## src/rtl/core/spn9_pkg.sv

```systemverilog
// Shared types and constants for the 9-bit SPI display framer.
package spn9_pkg;

	localparam int unsigned DATA_W     = 16;
	localparam int unsigned WORD_W     = 9;
	localparam int unsigned BYTE_W     = 8;
	localparam int unsigned PAD_W      = 3;
	localparam int unsigned HELD_W     = 4;
	localparam int unsigned QUEUE_DEPTH = 4;
	localparam int unsigned QUEUE_AW   = $clog2(QUEUE_DEPTH);
	localparam int unsigned QUEUE_CW   = $clog2(QUEUE_DEPTH + 1);

	localparam logic [WORD_W-1:0] NOOP_WORD = 9'h000;
	localparam logic [HELD_W-1:0] HELD_FULL = 4'd8;

	typedef enum logic [2:0] {
		PH_LEAD,
		PH_HI,
		PH_LO,
		PH_TRAIL,
		PH_TAIL
	} spn9_phase_t;

	typedef struct packed {
		logic [PAD_W-1:0]  lead;
		logic [PAD_W-1:0]  trail;
		logic [WORD_W-1:0] hi;
		logic [WORD_W-1:0] lo;
		logic              last;
		spn9_phase_t       start;
	} spn9_desc_t;

endpackage

```

## src/rtl/core/spn9_ifs.sv

```systemverilog
// Valid/ready channel interfaces for input items and result words.
interface spn9_item_if;
	import spn9_pkg::*;

	logic              valid;
	logic              ready;
	logic [DATA_W-1:0] data;
	logic              wide;
	logic              dc;
	logic              first;
	logic              last;
	logic [PAD_W-1:0]  pad;

	modport source (output valid, data, wide, dc, first, last, pad, input ready);
	modport sink (input valid, data, wide, dc, first, last, pad, output ready);
endinterface

interface spn9_result_if;
	import spn9_pkg::*;

	logic              valid;
	logic              ready;
	logic [WORD_W-1:0] word;
	logic              end_of_run;

	modport source (output valid, word, end_of_run, input ready);
	modport sink (input valid, word, end_of_run, output ready);
endinterface

```

## src/rtl/core/spn9_front.sv

```systemverilog
// Front end: accepts items and turns each into a word sequence descriptor.
module spn9_front (
	spn9_item_if.sink           items,
	input  logic                full,
	output logic                push,
	output spn9_pkg::spn9_desc_t desc
);
	import spn9_pkg::*;

	logic lead_on;
	logic trail_on;

	assign items.ready = !full;
	assign push        = items.valid && !full;

	assign lead_on  = !items.wide && items.first && !items.dc;
	assign trail_on = !items.wide && items.last && items.dc;

	always_comb begin
		desc.lead  = lead_on ? items.pad : '0;
		desc.trail = trail_on ? items.pad : '0;
		desc.hi    = {items.dc, items.data[DATA_W-1:BYTE_W]};
		desc.lo    = {items.dc, items.data[BYTE_W-1:0]};
		desc.last  = items.last;
		if (lead_on && items.pad != '0) begin
			desc.start = PH_LEAD;
		end else if (items.wide) begin
			desc.start = PH_HI;
		end else begin
			desc.start = PH_LO;
		end
	end

endmodule

```

## src/rtl/core/spn9_queue.sv

```systemverilog
// Short descriptor queue between the front end and the back end.
module spn9_queue (
	input  logic                 clk,
	input  logic                 arst_n,
	input  logic                 push,
	input  spn9_pkg::spn9_desc_t push_desc,
	input  logic                 pop,
	output logic                 full,
	output logic                 head_valid,
	output spn9_pkg::spn9_desc_t head_desc
);
	import spn9_pkg::*;

	spn9_desc_t            entry_q [QUEUE_DEPTH];
	logic [QUEUE_AW-1:0]   wr_ptr_q;
	logic [QUEUE_AW-1:0]   rd_ptr_q;
	logic [QUEUE_CW-1:0]   count_q;

	assign full       = count_q == QUEUE_CW'(QUEUE_DEPTH);
	assign head_valid = count_q != '0;
	assign head_desc  = entry_q[rd_ptr_q];

	always_ff @(posedge clk) begin
		if (push) begin
			entry_q[wr_ptr_q] <= push_desc;
		end
	end

	always_ff @(posedge clk or negedge arst_n) begin
		if (!arst_n) begin
			wr_ptr_q <= '0;
			rd_ptr_q <= '0;
			count_q  <= '0;
		end else begin
			if (push) begin
				wr_ptr_q <= wr_ptr_q + QUEUE_AW'(1);
			end
			if (pop) begin
				rd_ptr_q <= rd_ptr_q + QUEUE_AW'(1);
			end
			case ({push, pop})
				2'b10:   count_q <= count_q + QUEUE_CW'(1);
				2'b01:   count_q <= count_q - QUEUE_CW'(1);
				default: count_q <= count_q;
			endcase
		end
	end

endmodule

```

## src/rtl/core/spn9_back.sv

```systemverilog
// Back end: walks descriptors to results; packs 9-bit words in bytes if not native.
module spn9_back (
	input  logic                 clk,
	input  logic                 arst_n,
	input  logic                 native,
	input  logic                 head_valid,
	input  spn9_pkg::spn9_desc_t head_desc,
	output logic                 pop,
	spn9_result_if.source        results
);
	import spn9_pkg::*;

	spn9_phase_t          phase_q;
	spn9_phase_t          cur_phase;
	spn9_phase_t          phase_n;
	logic [PAD_W-1:0]     cnt_q;
	logic [PAD_W-1:0]     cur_cnt;
	logic [PAD_W-1:0]     cnt_n;
	logic                 busy_q;
	logic [HELD_W-1:0]    held_q;
	logic [HELD_W-1:0]    held_n;
	logic [HELD_W-1:0]    held_inc;
	logic [BYTE_W-1:0]    acc_q;
	logic [BYTE_W-1:0]    acc_n;
	logic [WORD_W-1:0]    cur_word;
	logic [WORD_W-1:0]    res_word;
	logic [BYTE_W+WORD_W-1:0] joined;
	logic [BYTE_W+WORD_W-1:0] joined_sh;
	logic [BYTE_W-1:0]    flush_byte;
	logic                 pending;
	logic                 consume;
	logic                 more;
	logic                 step;
	logic                 out_valid_q;
	logic [WORD_W-1:0]    word_q;
	logic                 eor_q;

	assign step      = head_valid && (!out_valid_q || results.ready);
	assign cur_phase = busy_q ? phase_q : head_desc.start;
	assign cur_cnt   = busy_q ? cnt_q : '0;
	assign pending   = !native && held_q == HELD_FULL;
	assign held_inc  = held_q + HELD_W'(1);
	assign joined    = {acc_q, cur_word};
	assign joined_sh = joined >> held_inc;
	assign flush_byte = BYTE_W'(acc_q << (HELD_FULL - held_q));

	always_comb begin
		case (cur_phase)
			PH_HI:   cur_word = head_desc.hi;
			PH_LO:   cur_word = head_desc.lo;
			default: cur_word = NOOP_WORD;
		endcase
	end

	// Output side of the sequencer: the result word and the packer update.
	always_comb begin
		if (pending) begin
			res_word = {1'b0, acc_q};
			acc_n    = '0;
			held_n   = '0;
			consume  = 1'b0;
		end else if (cur_phase == PH_TAIL) begin
			res_word = {1'b0, flush_byte};
			acc_n    = '0;
			held_n   = '0;
			consume  = 1'b0;
		end else if (native) begin
			res_word = cur_word;
			acc_n    = acc_q;
			held_n   = held_q;
			consume  = 1'b1;
		end else begin
			res_word = {1'b0, joined_sh[BYTE_W-1:0]};
			acc_n    = joined[BYTE_W-1:0] & ~(8'hFF << held_inc);
			held_n   = held_inc;
			consume  = 1'b1;
		end
	end

	// Next-phase side of the sequencer.
	always_comb begin
		phase_n = cur_phase;
		cnt_n   = cur_cnt;
		if (consume) begin
			case (cur_phase)
				PH_LEAD: begin
					if (cur_cnt == head_desc.lead - PAD_W'(1)) begin
						phase_n = PH_LO;
						cnt_n   = '0;
					end else begin
						cnt_n = cur_cnt + PAD_W'(1);
					end
				end
				PH_HI: phase_n = PH_LO;
				PH_LO: begin
					phase_n = (head_desc.trail != '0) ? PH_TRAIL : PH_TAIL;
					cnt_n   = '0;
				end
				PH_TRAIL: begin
					if (cur_cnt == head_desc.trail - PAD_W'(1)) begin
						phase_n = PH_TAIL;
						cnt_n   = '0;
					end else begin
						cnt_n = cur_cnt + PAD_W'(1);
					end
				end
				default: phase_n = PH_TAIL;
			endcase
		end
		more = phase_n != PH_TAIL
			|| (!native && (held_n == HELD_FULL || (head_desc.last && held_n != '0)));
	end

	assign pop = step && !more;

	always_ff @(posedge clk or negedge arst_n) begin
		if (!arst_n) begin
			phase_q     <= PH_LEAD;
			cnt_q       <= '0;
			busy_q      <= 1'b0;
			held_q      <= '0;
			acc_q       <= '0;
			out_valid_q <= 1'b0;
		end else begin
			if (step) begin
				phase_q     <= phase_n;
				cnt_q       <= cnt_n;
				busy_q      <= more;
				held_q      <= held_n;
				acc_q       <= acc_n;
				out_valid_q <= 1'b1;
			end else if (results.ready) begin
				out_valid_q <= 1'b0;
			end
		end
	end

	always_ff @(posedge clk) begin
		if (step) begin
			word_q <= res_word;
			eor_q  <= head_desc.last && !more;
		end
	end

	assign results.valid      = out_valid_q;
	assign results.word       = word_q;
	assign results.end_of_run = eor_q;

	a_held_range: assert property (@(posedge clk) disable iff (!arst_n)
		held_q <= HELD_FULL)
		else $error("Packer holds more than one byte of bits.");

	a_pending_drains: assert property (@(posedge clk) disable iff (!arst_n)
		(step && pending) |=> (held_q == '0))
		else $error("A full pending byte was not drained in one step.");

	a_acc_clean: assert property (@(posedge clk) disable iff (!arst_n)
		(held_q < HELD_FULL) |-> ((acc_q >> held_q) == '0))
		else $error("Accumulator has stale bits above the held count.");

	a_pop_valid: assert property (@(posedge clk) disable iff (!arst_n)
		pop |=> (results.valid && (results.end_of_run == $past(head_desc.last))))
		else $error("Finished item did not present its final result.");

endmodule

```

## src/rtl/core/spi_nine_bit_dc_packer_core.sv

```systemverilog
// Top level of the 9-bit data/command SPI framer.
// The first result of an item passes through the descriptor queue and then the output register.
// Throughput: one result per cycle unless the output stalls; an item has 1 to 10 results.
// The back-end sequencer, which emits one byte or word per step, sets that rate.
// A four-entry queue lets items enter while earlier ones are still being emitted.
// Reset clears the queue, the bit accumulator, the output register and the mode bit.
module spi_nine_bit_dc_packer_core (
	input  logic          clk,
	input  logic          arst_n,
	input  logic          cfg_we,
	input  logic          cfg_wdata,
	spn9_item_if.sink     items,
	spn9_result_if.source results
);
	import spn9_pkg::*;

	logic       native_q;
	logic       push;
	logic       pop;
	logic       full;
	logic       head_valid;
	spn9_desc_t push_desc;
	spn9_desc_t head_desc;

	always_ff @(posedge clk or negedge arst_n) begin
		if (!arst_n) begin
			native_q <= 1'b0;
		end else if (cfg_we) begin
			native_q <= cfg_wdata;
		end
	end

	spn9_front u_front (
		.items (items),
		.full  (full),
		.push  (push),
		.desc  (push_desc)
	);

	spn9_queue u_queue (
		.clk        (clk),
		.arst_n     (arst_n),
		.push       (push),
		.push_desc  (push_desc),
		.pop        (pop),
		.full       (full),
		.head_valid (head_valid),
		.head_desc  (head_desc)
	);

	spn9_back u_back (
		.clk        (clk),
		.arst_n     (arst_n),
		.native     (native_q),
		.head_valid (head_valid),
		.head_desc  (head_desc),
		.pop        (pop),
		.results    (results)
	);

endmodule
```

## src/flat_wrapper.sv

```systemverilog
// flat-port wrapper written by rule: the top's interface ports become plain ports
module spi_nine_bit_dc_packer_core_flat import spn9_pkg::*;
  (clk, arst_n, cfg_we, cfg_wdata, items_valid, items_data, items_wide, items_dc, items_first, items_last, items_pad, items_ready, results_valid, results_word, results_end_of_run, results_ready);
  spn9_item_if items_i ();
  spn9_result_if results_i ();
  input  logic clk;
  input  logic arst_n;
  input  logic cfg_we;
  input  logic cfg_wdata;
  input wire logic [$bits(items_i.valid)-1:0] items_valid;
  input wire logic [$bits(items_i.data)-1:0] items_data;
  input wire logic [$bits(items_i.wide)-1:0] items_wide;
  input wire logic [$bits(items_i.dc)-1:0] items_dc;
  input wire logic [$bits(items_i.first)-1:0] items_first;
  input wire logic [$bits(items_i.last)-1:0] items_last;
  input wire logic [$bits(items_i.pad)-1:0] items_pad;
  output wire logic [$bits(items_i.ready)-1:0] items_ready;
  output wire logic [$bits(results_i.valid)-1:0] results_valid;
  output wire logic [$bits(results_i.word)-1:0] results_word;
  output wire logic [$bits(results_i.end_of_run)-1:0] results_end_of_run;
  input wire logic [$bits(results_i.ready)-1:0] results_ready;
  assign items_i.valid = items_valid;
  assign items_i.data = items_data;
  assign items_i.wide = items_wide;
  assign items_i.dc = items_dc;
  assign items_i.first = items_first;
  assign items_i.last = items_last;
  assign items_i.pad = items_pad;
  assign items_ready = items_i.ready;
  assign results_valid = results_i.valid;
  assign results_word = results_i.word;
  assign results_end_of_run = results_i.end_of_run;
  assign results_i.ready = results_ready;
  spi_nine_bit_dc_packer_core u_core (.clk(clk), .arst_n(arst_n), .cfg_we(cfg_we), .cfg_wdata(cfg_wdata), .items(items_i), .results(results_i));
endmodule
```

## config.mk

```make
export PLATFORM = sky130hd
export DESIGN_NAME = spi_nine_bit_dc_packer_core_flat
export DESIGN_NICKNAME = d
export VERILOG_FILES = /design/src/rtl/core/spn9_pkg.sv /design/src/rtl/core/spn9_ifs.sv /design/src/rtl/core/spn9_front.sv /design/src/rtl/core/spn9_queue.sv /design/src/rtl/core/spn9_back.sv /design/src/rtl/core/spi_nine_bit_dc_packer_core.sv /design/src/flat_wrapper.sv
export SDC_FILE = /design/constraint.sdc
export NUM_CORES = 1
export LEC_CHECK = 0
export BUFFER_PORTS_ARGS = -buffer_cell sky130_fd_sc_hd__buf_2
export CORE_MARGIN = 2
export CORE_UTILIZATION = 55
export DETAILED_ROUTE_END_ITERATION = 8
export HOLD_SLACK_MARGIN = 0.05
export PLACE_DENSITY_LB_ADDON = 0.3
export SYNTH_ARGS = -nofsm -noshare
export SYNTH_HDL_FRONTEND = slang
export SYNTH_HIERARCHICAL = 1
export SYNTH_SLANG_ARGS = --single-unit
```

## constraint.sdc

```tcl
create_clock -name clk -period 5.38 [get_ports clk]
set_input_delay 0.538 -clock clk [delete_from_list [all_inputs] [get_ports clk]]
set_output_delay 0.538 -clock clk [all_outputs]
set_load 0.01 [all_outputs]
```

==> flow_metrics.tcl, run 1 <==
set metrics [dict create \
    cts_buffer_depth 2 \
    period_minus_slack_ns 4.21 \
    diodes 0 \
    finalPower_w 0.00512 \
    cts_tree "yes" \
    cts_buffers 17 \
    cp-end-kind "flop" \
    hp-class "in2async" \
    die_area_um2 14700 \
    cap_violations 0 \
    synthesis.area_um2 7550 \
    nets 630 \
    finalWirelength_mm 16.2 \
    grt_max_degree 36 \
    hpwl_mm 11.0 \
    p_per_area_nw_per_um2 616 \
    yosysWarnings 6 \
    async_reset_ff_frac 0.187 \
    portBuffers 40 \
    period_share 0.783 \
    grt_setup_unrepaired "false" \
    core_um2 13300 \
    clock-skew-final_ns 0.00902 \
    die_w_um 121 \
    yosysTopAreaCell "edfxtp_1" \
    drive_gt1_frac 0.212 \
    grt_pass1_vias 4645 \
    post-route-util 0.624 \
    ys_seq_area_frac 0.578 \
    clkLatencyLatePin_ns 0.43 \
    drt-initial-drc-count 539 \
    ios 41 \
    path_max_fanout 25 \
    hold_viol 0 \
    start_kind "flop" \
    area_growth_syn_to_layout_pct 10.3 \
    dieHeight_um 121 \
    slew_headroom 0.339 \
    initial_core_util 0.565 \
    yosys_register_bits 150 \
    holdWs_ns 0.146 \
    yosysMostFrequentCell "edfxtp_1" \
    syn_nets 610 \
    synth_edf_count 122 \
    drc 0 \
    finalSetupViolations 0 \
    ys.flop_type "edfxtp_1" \
    syn-instance-count 566 \
    antenna_left 0 \
    crit_type "reg2reg" \
    cts-root-buf "clkbuf_16" \
    cts_setup_buffers 0 \
    vias 4849 \
    first_pass_iters 5 \
    grt.total_usage 0.236 \
    ir_drop_mv 0.292 \
    fmax_ghz 0.237 \
    ctsResizeCount 0 \
    worst_slack_ns 1.17 \
    avgViaCountPerCell 6.26 \
    synth.area.top_cells "edfxtp_1 49%, dfrtp_1 9.3%, mux4_2 9.0%" \
    grt.overflow.total 0 \
    cts_sinks 150 \
    clk_pin_slew_ns 0.06 \
    dp_slack_ns 1.15 \
    syn_area_per_cell_um2 13.3 \
    outcome "complete, no violations" \
    num-fill-cells 1016 \
    antenna_found_initial 0 \
    h-tree-depth 4 \
    grt_pass1_wl_mm 25.8 \
    wl_per_cell_um 20.9 \
    slew_viol_final 0 \
    setup_tns_ns 0 \
    core.rowCount 42 \
    gp_congestion 0.954 \
    ctsHoldBuffers 0 \
    synth_top_area_frac 0.485 \
    leakage_nw 3.08 \
    worst_ep_arrival_time_ns 4.56 \
    synth_cell_types 63 \
    cp.required_ns 5.73 \
    synth_common_cells "122 x edfxtp_1, 39 x nand2_1, 34 x nor2_1" \
    tightest_slew_ns 0.985 \
]
-- final timing paths --
| kind | end | slack, ns | cells past startpoint | startpoint |
|---|---|---|---|---|
| min reg2reg | u_core/u_queue/count_q[2] | 0.50 | 1 | u_core/u_queue/count_q[2] |
| min | u_core/u_queue/rd_ptr_q[1] | 0.15 | 1 | arst_n |
| max | u_core/u_queue/count_q[2] | 1.17 | 17 | u_core/u_queue/rd_ptr_q[1] |
| max in group asynchronous | u_core/u_queue/rd_ptr_q[0] | 4.76 | 1 | arst_n |
| max reg2reg | u_core/u_queue/count_q[2] | 1.17 | 17 | u_core/u_queue/rd_ptr_q[1] |
| min in group clk | u_core/u_queue/entry_q[0][15] | 0.32 | 1 | items_data[10] |
-- critical path: stages, from the launching register on --
cell and delay, ns:
dfrtp_1 0.44, buf_4 0.38, mux4_2 0.36, inv_1 0.09
ha_1 0.26, nor4bb_1 0.30, a31o_1 0.15, a32oi_1 0.06
or3_1 0.40, a21oi_1 0.21, o22ai_1 0.14, nor2_1 0.22
ha_1 0.23, inv_1 0.06, fa_1 0.38, xor2_1 0.17
nor2_1 0.11, xor2_1 0.17
-- state kept, by name, indices dropped and copies added (netlist names), 2 cells and up --
register / flops
u_core/u_queue/entry_q: 112
u_core/u_back/acc_q: 8
u_core/u_back/cnt_q: 3
u_core/u_back/held_q: 4
u_core/u_queue/wr_ptr_q: 2
u_core/u_back/phase_q: 3
u_core/u_queue/count_q: 3
u_core/u_queue/rd_ptr_q: 2
u_core/u_back/results.word: 9
-- routing by layer --
layer	part of all wire	GRT usage
met5	0	0
met4	0.022	0.0876
met3	0.064	0.0536
met2	0.47	0.359
met1	0.44	0.335
-- per-stage QoR --
stage	instance area, µm²	std cells
3_5_place_dp	7750	743
2_1_floorplan	7550	566
3_3_place_gp	7750	743
5_1_grt	8320	775
6_report	8320	775
4_1_cts	8320	775
-- logic make-up (layout without fill, tap and decap cells) --
| group | after synthesis | after routing | share of synthesized area |
|---|---|---|---|
| flops | 150 | 150 | 0.578 |
| simple gates | 136 | 136 | 0.0897 |
| compound gates | 123 | 123 | 0.114 |
| buf+inv | 71 | 104 | 0.0499 |
| mux | 54 | 54 | 0.123 |
| xor+xnor | 16 | 16 | 0.0186 |
| fa+ha+maj | 15 | 15 | 0.0259 |
| other cells | 1 | 1 | 0.000497 |
-- layout by cell type, fill, tap and decap left out, drive strengths merged, types with 6 or more instances in the layout --
| master | count |
|---|---|
| mux2i | 16 |
| o21ai | 28 |
| xnor2 | 6 |
| and2 | 11 |
| inv | 30 |
| ha | 14 |
| nor3 | 10 |
| edfxtp | 122 |
| a22oi | 7 |
| buf | 51 |
| o22ai | 7 |
| a22o | 12 |
| a32o | 9 |
| mux2 | 8 |
| a21oi | 24 |
| nor2 | 34 |
| mux4 | 30 |
| nand3 | 7 |
| clkbuf | 17 |
| nand2 | 39 |
| xor2 | 10 |
| dfrtp | 28 |
-- where the power goes --
part           total, W  internal, W  leakage (nW)  switching [W]
Sequential      0.00175      0.00157          1.50       0.000182
Combinational   0.00223     0.000877          1.30        0.00135
Clock           0.00114     0.000648         0.274       0.000495
-- layout make-up --
cell class | instances | area, µm² | area share
Clock buffer | 17 | 425 | 0.0511
Timing Repair Buffer | 51 | 283 | 0.0340
Tap cell | 176 | 220 | 0.0265
Sequential cell | 150 | 4370 | 0.525
Multi-Input combinational cell | 345 | 2810 | 0.337
Inverter | 21 | 78.8 | 0.00947
Clock inverter | 15 | 143 | 0.0171
Note: power is estimated with default switching activity, not from simulation.
==> inputs of run 2 (changes only) <==
--- a/config.mk
+++ b/config.mk
@@ -5,6 +5,7 @@
 export SDC_FILE = /design/constraint.sdc
 export NUM_CORES = 1
 export LEC_CHECK = 0
+export ABC_AREA = 1
 export BUFFER_PORTS_ARGS = -buffer_cell sky130_fd_sc_hd__buf_2
 export CORE_MARGIN = 2
 export CORE_UTILIZATION = 55
==> constraint.sdc (replaced) <==
create_clock -name clk -period 3.6 [get_ports clk]
set_input_delay 0.36 -clock clk [delete_from_list [all_inputs] [get_ports clk]]
set_output_delay 0.36 -clock clk [all_outputs]
set_load 0.01 [all_outputs]
==> flow_metrics.tcl, run 2 <==
set metrics [dict create \
    hold_viol 0 \
    finalPower_w 0.00810 \
    yosys_register_bits 150 \
    async_reset_ff_frac 0.187 \
    ys.flop_type "edfxtp_1" \
    grt.total_usage 0.232 \
    ir_drop_mv 0.554 \
    antenna_left 0 \
    die_area_um2 15800 \
    nets 939 \
    final_cell_mix "219 x nand2_1, 125 x inv_1, 122 x edfxtp_1, 50 x o21ai_0, 50 x o211ai_1" \
    synth_top_family_by_area "simple AND/OR/NAND/NOR gates" \
    area_growth_syn_to_layout_pct 9.94 \
    core_um2 14500 \
    synthMuxAreaShare 0 \
    grt_pass1_vias 5482 \
    drc 0 \
    setup_tns_ns 0 \
    cts-root-buf "clkbuf_16" \
    yosysMostFrequentCell "nand2_1" \
    synth_edf_count 122 \
    start_kind "flop" \
    synth_top_area_frac 0.451 \
    path_max_fanout 13 \
    cap_violations 0 \
    cts_tree "yes" \
    yosysWarnings 6 \
    yosysTopAreaCell "edfxtp_1" \
    drive_gt1_frac 0.160 \
    finalSetupViolations 0 \
    first_pass_iters 5 \
    cp_slowest_cell "dfrtp_4" \
    clkLatencyLatePin_ns 0.43 \
    syn_nets 908 \
    ios 41 \
    cp-end-kind "flop" \
    path_cells "o211ai_1 -> nand2_1 -> inv_1 -> ha_1 -> xnor2_1 -> o21ai_0 -> nor2_1 -> nand2_1 -> nand2_1 -> nand2_1 -> a21oi_1 -> nand3_1 -> inv_2 -> ha_1 -> inv_1 -> fa_1 -> nand2_1 -> nand3_1 -> nand2_1 -> nand2_1" \
    antenna_found_initial 0 \
    core.rowCount 44 \
    hpwl_mm 12.0 \
    drt-initial-drc-count 496 \
    fmax_ghz 0.301 \
    hp-class "in2reg" \
    cts_sinks 150 \
    leakage_nw 3.94 \
    synthesis.area_um2 8120 \
    avgViaCountPerCell 5.39 \
    initial_core_util 0.561 \
    synth.area.top_cells "edfxtp_1 45%, nand2_1 10%, dfrtp_1 8.6%" \
    dieHeight_um 126 \
    cp.required_ns 3.92 \
    synth_cell_types 46 \
    period_minus_slack_ns 3.32 \
    clock-skew-final_ns 0.0118 \
    syn_area_per_cell_um2 9.40 \
    path_buf_inv 3 \
    cts_buffers 17 \
    gp_congestion 0.942 \
    grt_max_degree 37 \
    grt_pass1_wl_mm 28.3 \
    finalWirelength_mm 17.3 \
    wl_per_cell_um 15.9 \
    worst_slack_ns 0.277 \
    path_delay_family "simple AND/OR/NAND/NOR gates" \
    grt.overflow.total 0 \
    num-fill-cells 1224 \
    crit_top_cell "nand2_1" \
    diodes 0 \
    ys_seq_area_frac 0.537 \
    period_share 0.923 \
    slew_headroom 0.492 \
    synth_compound_area_frac 0.125 \
    layout_commonest_cell "nand2_1" \
    clk_pin_slew_ns 0.07 \
    synth-xor-area-share 0.0129 \
    grt_setup_unrepaired "false" \
    die_w_um 126 \
    tightest_slew_ns 0.762 \
    worst_path_largest_cell_delay_ns 0.54 \
    portBuffers 40 \
    yosys.area_share.simple 0.191 \
    synthAdderAreaFrac 0.0240 \
    slew_viol_final 0 \
    vias 5891 \
    cts_buffer_depth 2 \
    crit_type "reg2reg" \
    dp_slack_ns 0.210 \
    top_register "u_core/u_queue/entry_q" \
    synth_common_cells "219 x nand2_1, 126 x inv_1, 122 x edfxtp_1" \
    p_per_area_nw_per_um2 908 \
    syn-instance-count 864 \
    h-tree-depth 4 \
    worst_ep_arrival_time_ns 3.65 \
    outcome "complete, no violations" \
    largest_reg_flops 112 \
]
run 2: changes by cell type in the layout (fill, tap and decap cells not counted), moves of 10 or more:
cell      delta
a22o_1      -12
nand2_2     +11
nor2_1      +14
nand2_1    +180
mux2i_1     -16
nand3_1     +39
o211ai_1    +48
buf_4       +15
mux4_2      -30
inv_1      +107
o21ai_0     +30
and2_1      -10
run 2: metal layers:
metal	share of wire	vias up	wire (µm)	GRT usage
met4	0.017	0	295	0.0725
met2	0.47	186	8090	0.367
li1	-	2930	-	-
met1	0.46	2751	7920	0.317
met5	0	-	0	0
met3	0.060	24	1040	0.0578
run 2: kinds of logic after synthesis:
kind of cell	after synthesis
AOI/OAI and AO/OA	152
xor gates and xnor gates	12
adders and majority gates	15
buffers and inverters	186
DFF	150
other	1
and+or+nand+nor	348
run 2: worst paths after layout:
kind / start / to / slack (ns) / cells past startpoint
max reg2reg: u_core/u_queue/rd_ptr_q[0] / u_core/u_queue/count_q[2] / 0.28 / 20
max: u_core/u_queue/rd_ptr_q[0] / u_core/u_queue/count_q[2] / 0.28 / 20
min in group asynchronous: arst_n / u_core/u_back/phase_q[2] / 0.50 / 2
max in group asynchronous: arst_n / u_core/u_queue/rd_ptr_q[0] / 2.59 / 2
min: cfg_wdata / u_core/native_q / 0.12 / 3
min reg2reg: u_core/u_queue/count_q[2] / u_core/u_queue/count_q[2] / 0.49 / 2
run 2: worst reg2reg max path, cell delays in order, from the launching register on:
cell and delay, ns:
dfrtp_4 0.54, o211ai_1 0.22, nand2_1 0.10, inv_1 0.10
ha_1 0.25, xnor2_1 0.15, o21ai_0 0.11, nor2_1 0.15
nand2_1 0.07, nand2_1 0.06, nand2_1 0.07, a21oi_1 0.23
nand3_1 0.17, inv_2 0.11, ha_1 0.17, inv_1 0.07
fa_1 0.39, nand2_1 0.10, nand3_1 0.07, nand2_1 0.06
nand2_1 0.04
run 2: where the power goes:
group,total (W),internal [W],leakage (nW),switching (W)
logic,0.00386,0.00127,2.20,0.00260
clock network,0.00165,0.000895,0.270,0.000752
registers,0.00259,0.00239,1.48,0.000202
run 2: area by class of cell:
cell class,count,area [µm²],area share
tap,184,230,0.0258
sequential,150,4370,0.489
clock buffer,17,425,0.0476
clock inverter,15,119,0.0133
inverter,131,507,0.0568
multi-input combinational,528,2870,0.322
timing repair buffer,67,405,0.0454
run 2: repair_timing:
action	4_1_cts	5_1_grt
setup endpoints to repair	0	2
resized for setup	0	1
hold endpoints to repair	28	0
hold buffers	1	0
setup buffers	0	3
run 2: through the flow:
step | utilization | hold slack [ns] | instance area [µm²] | instances
floorplan | - | 0.0644 | 8120 | 864
global placement | 0.577 | 0.442 | 8350 | 1056
detailed placement | 0.577 | 0.440 | 8350 | 1056
CTS | 0.615 | 0.0998 | 8910 | 1089
global route | 0.617 | 0.124 | 8930 | 1092
finish | 0.617 | 0.124 | 8930 | 1092
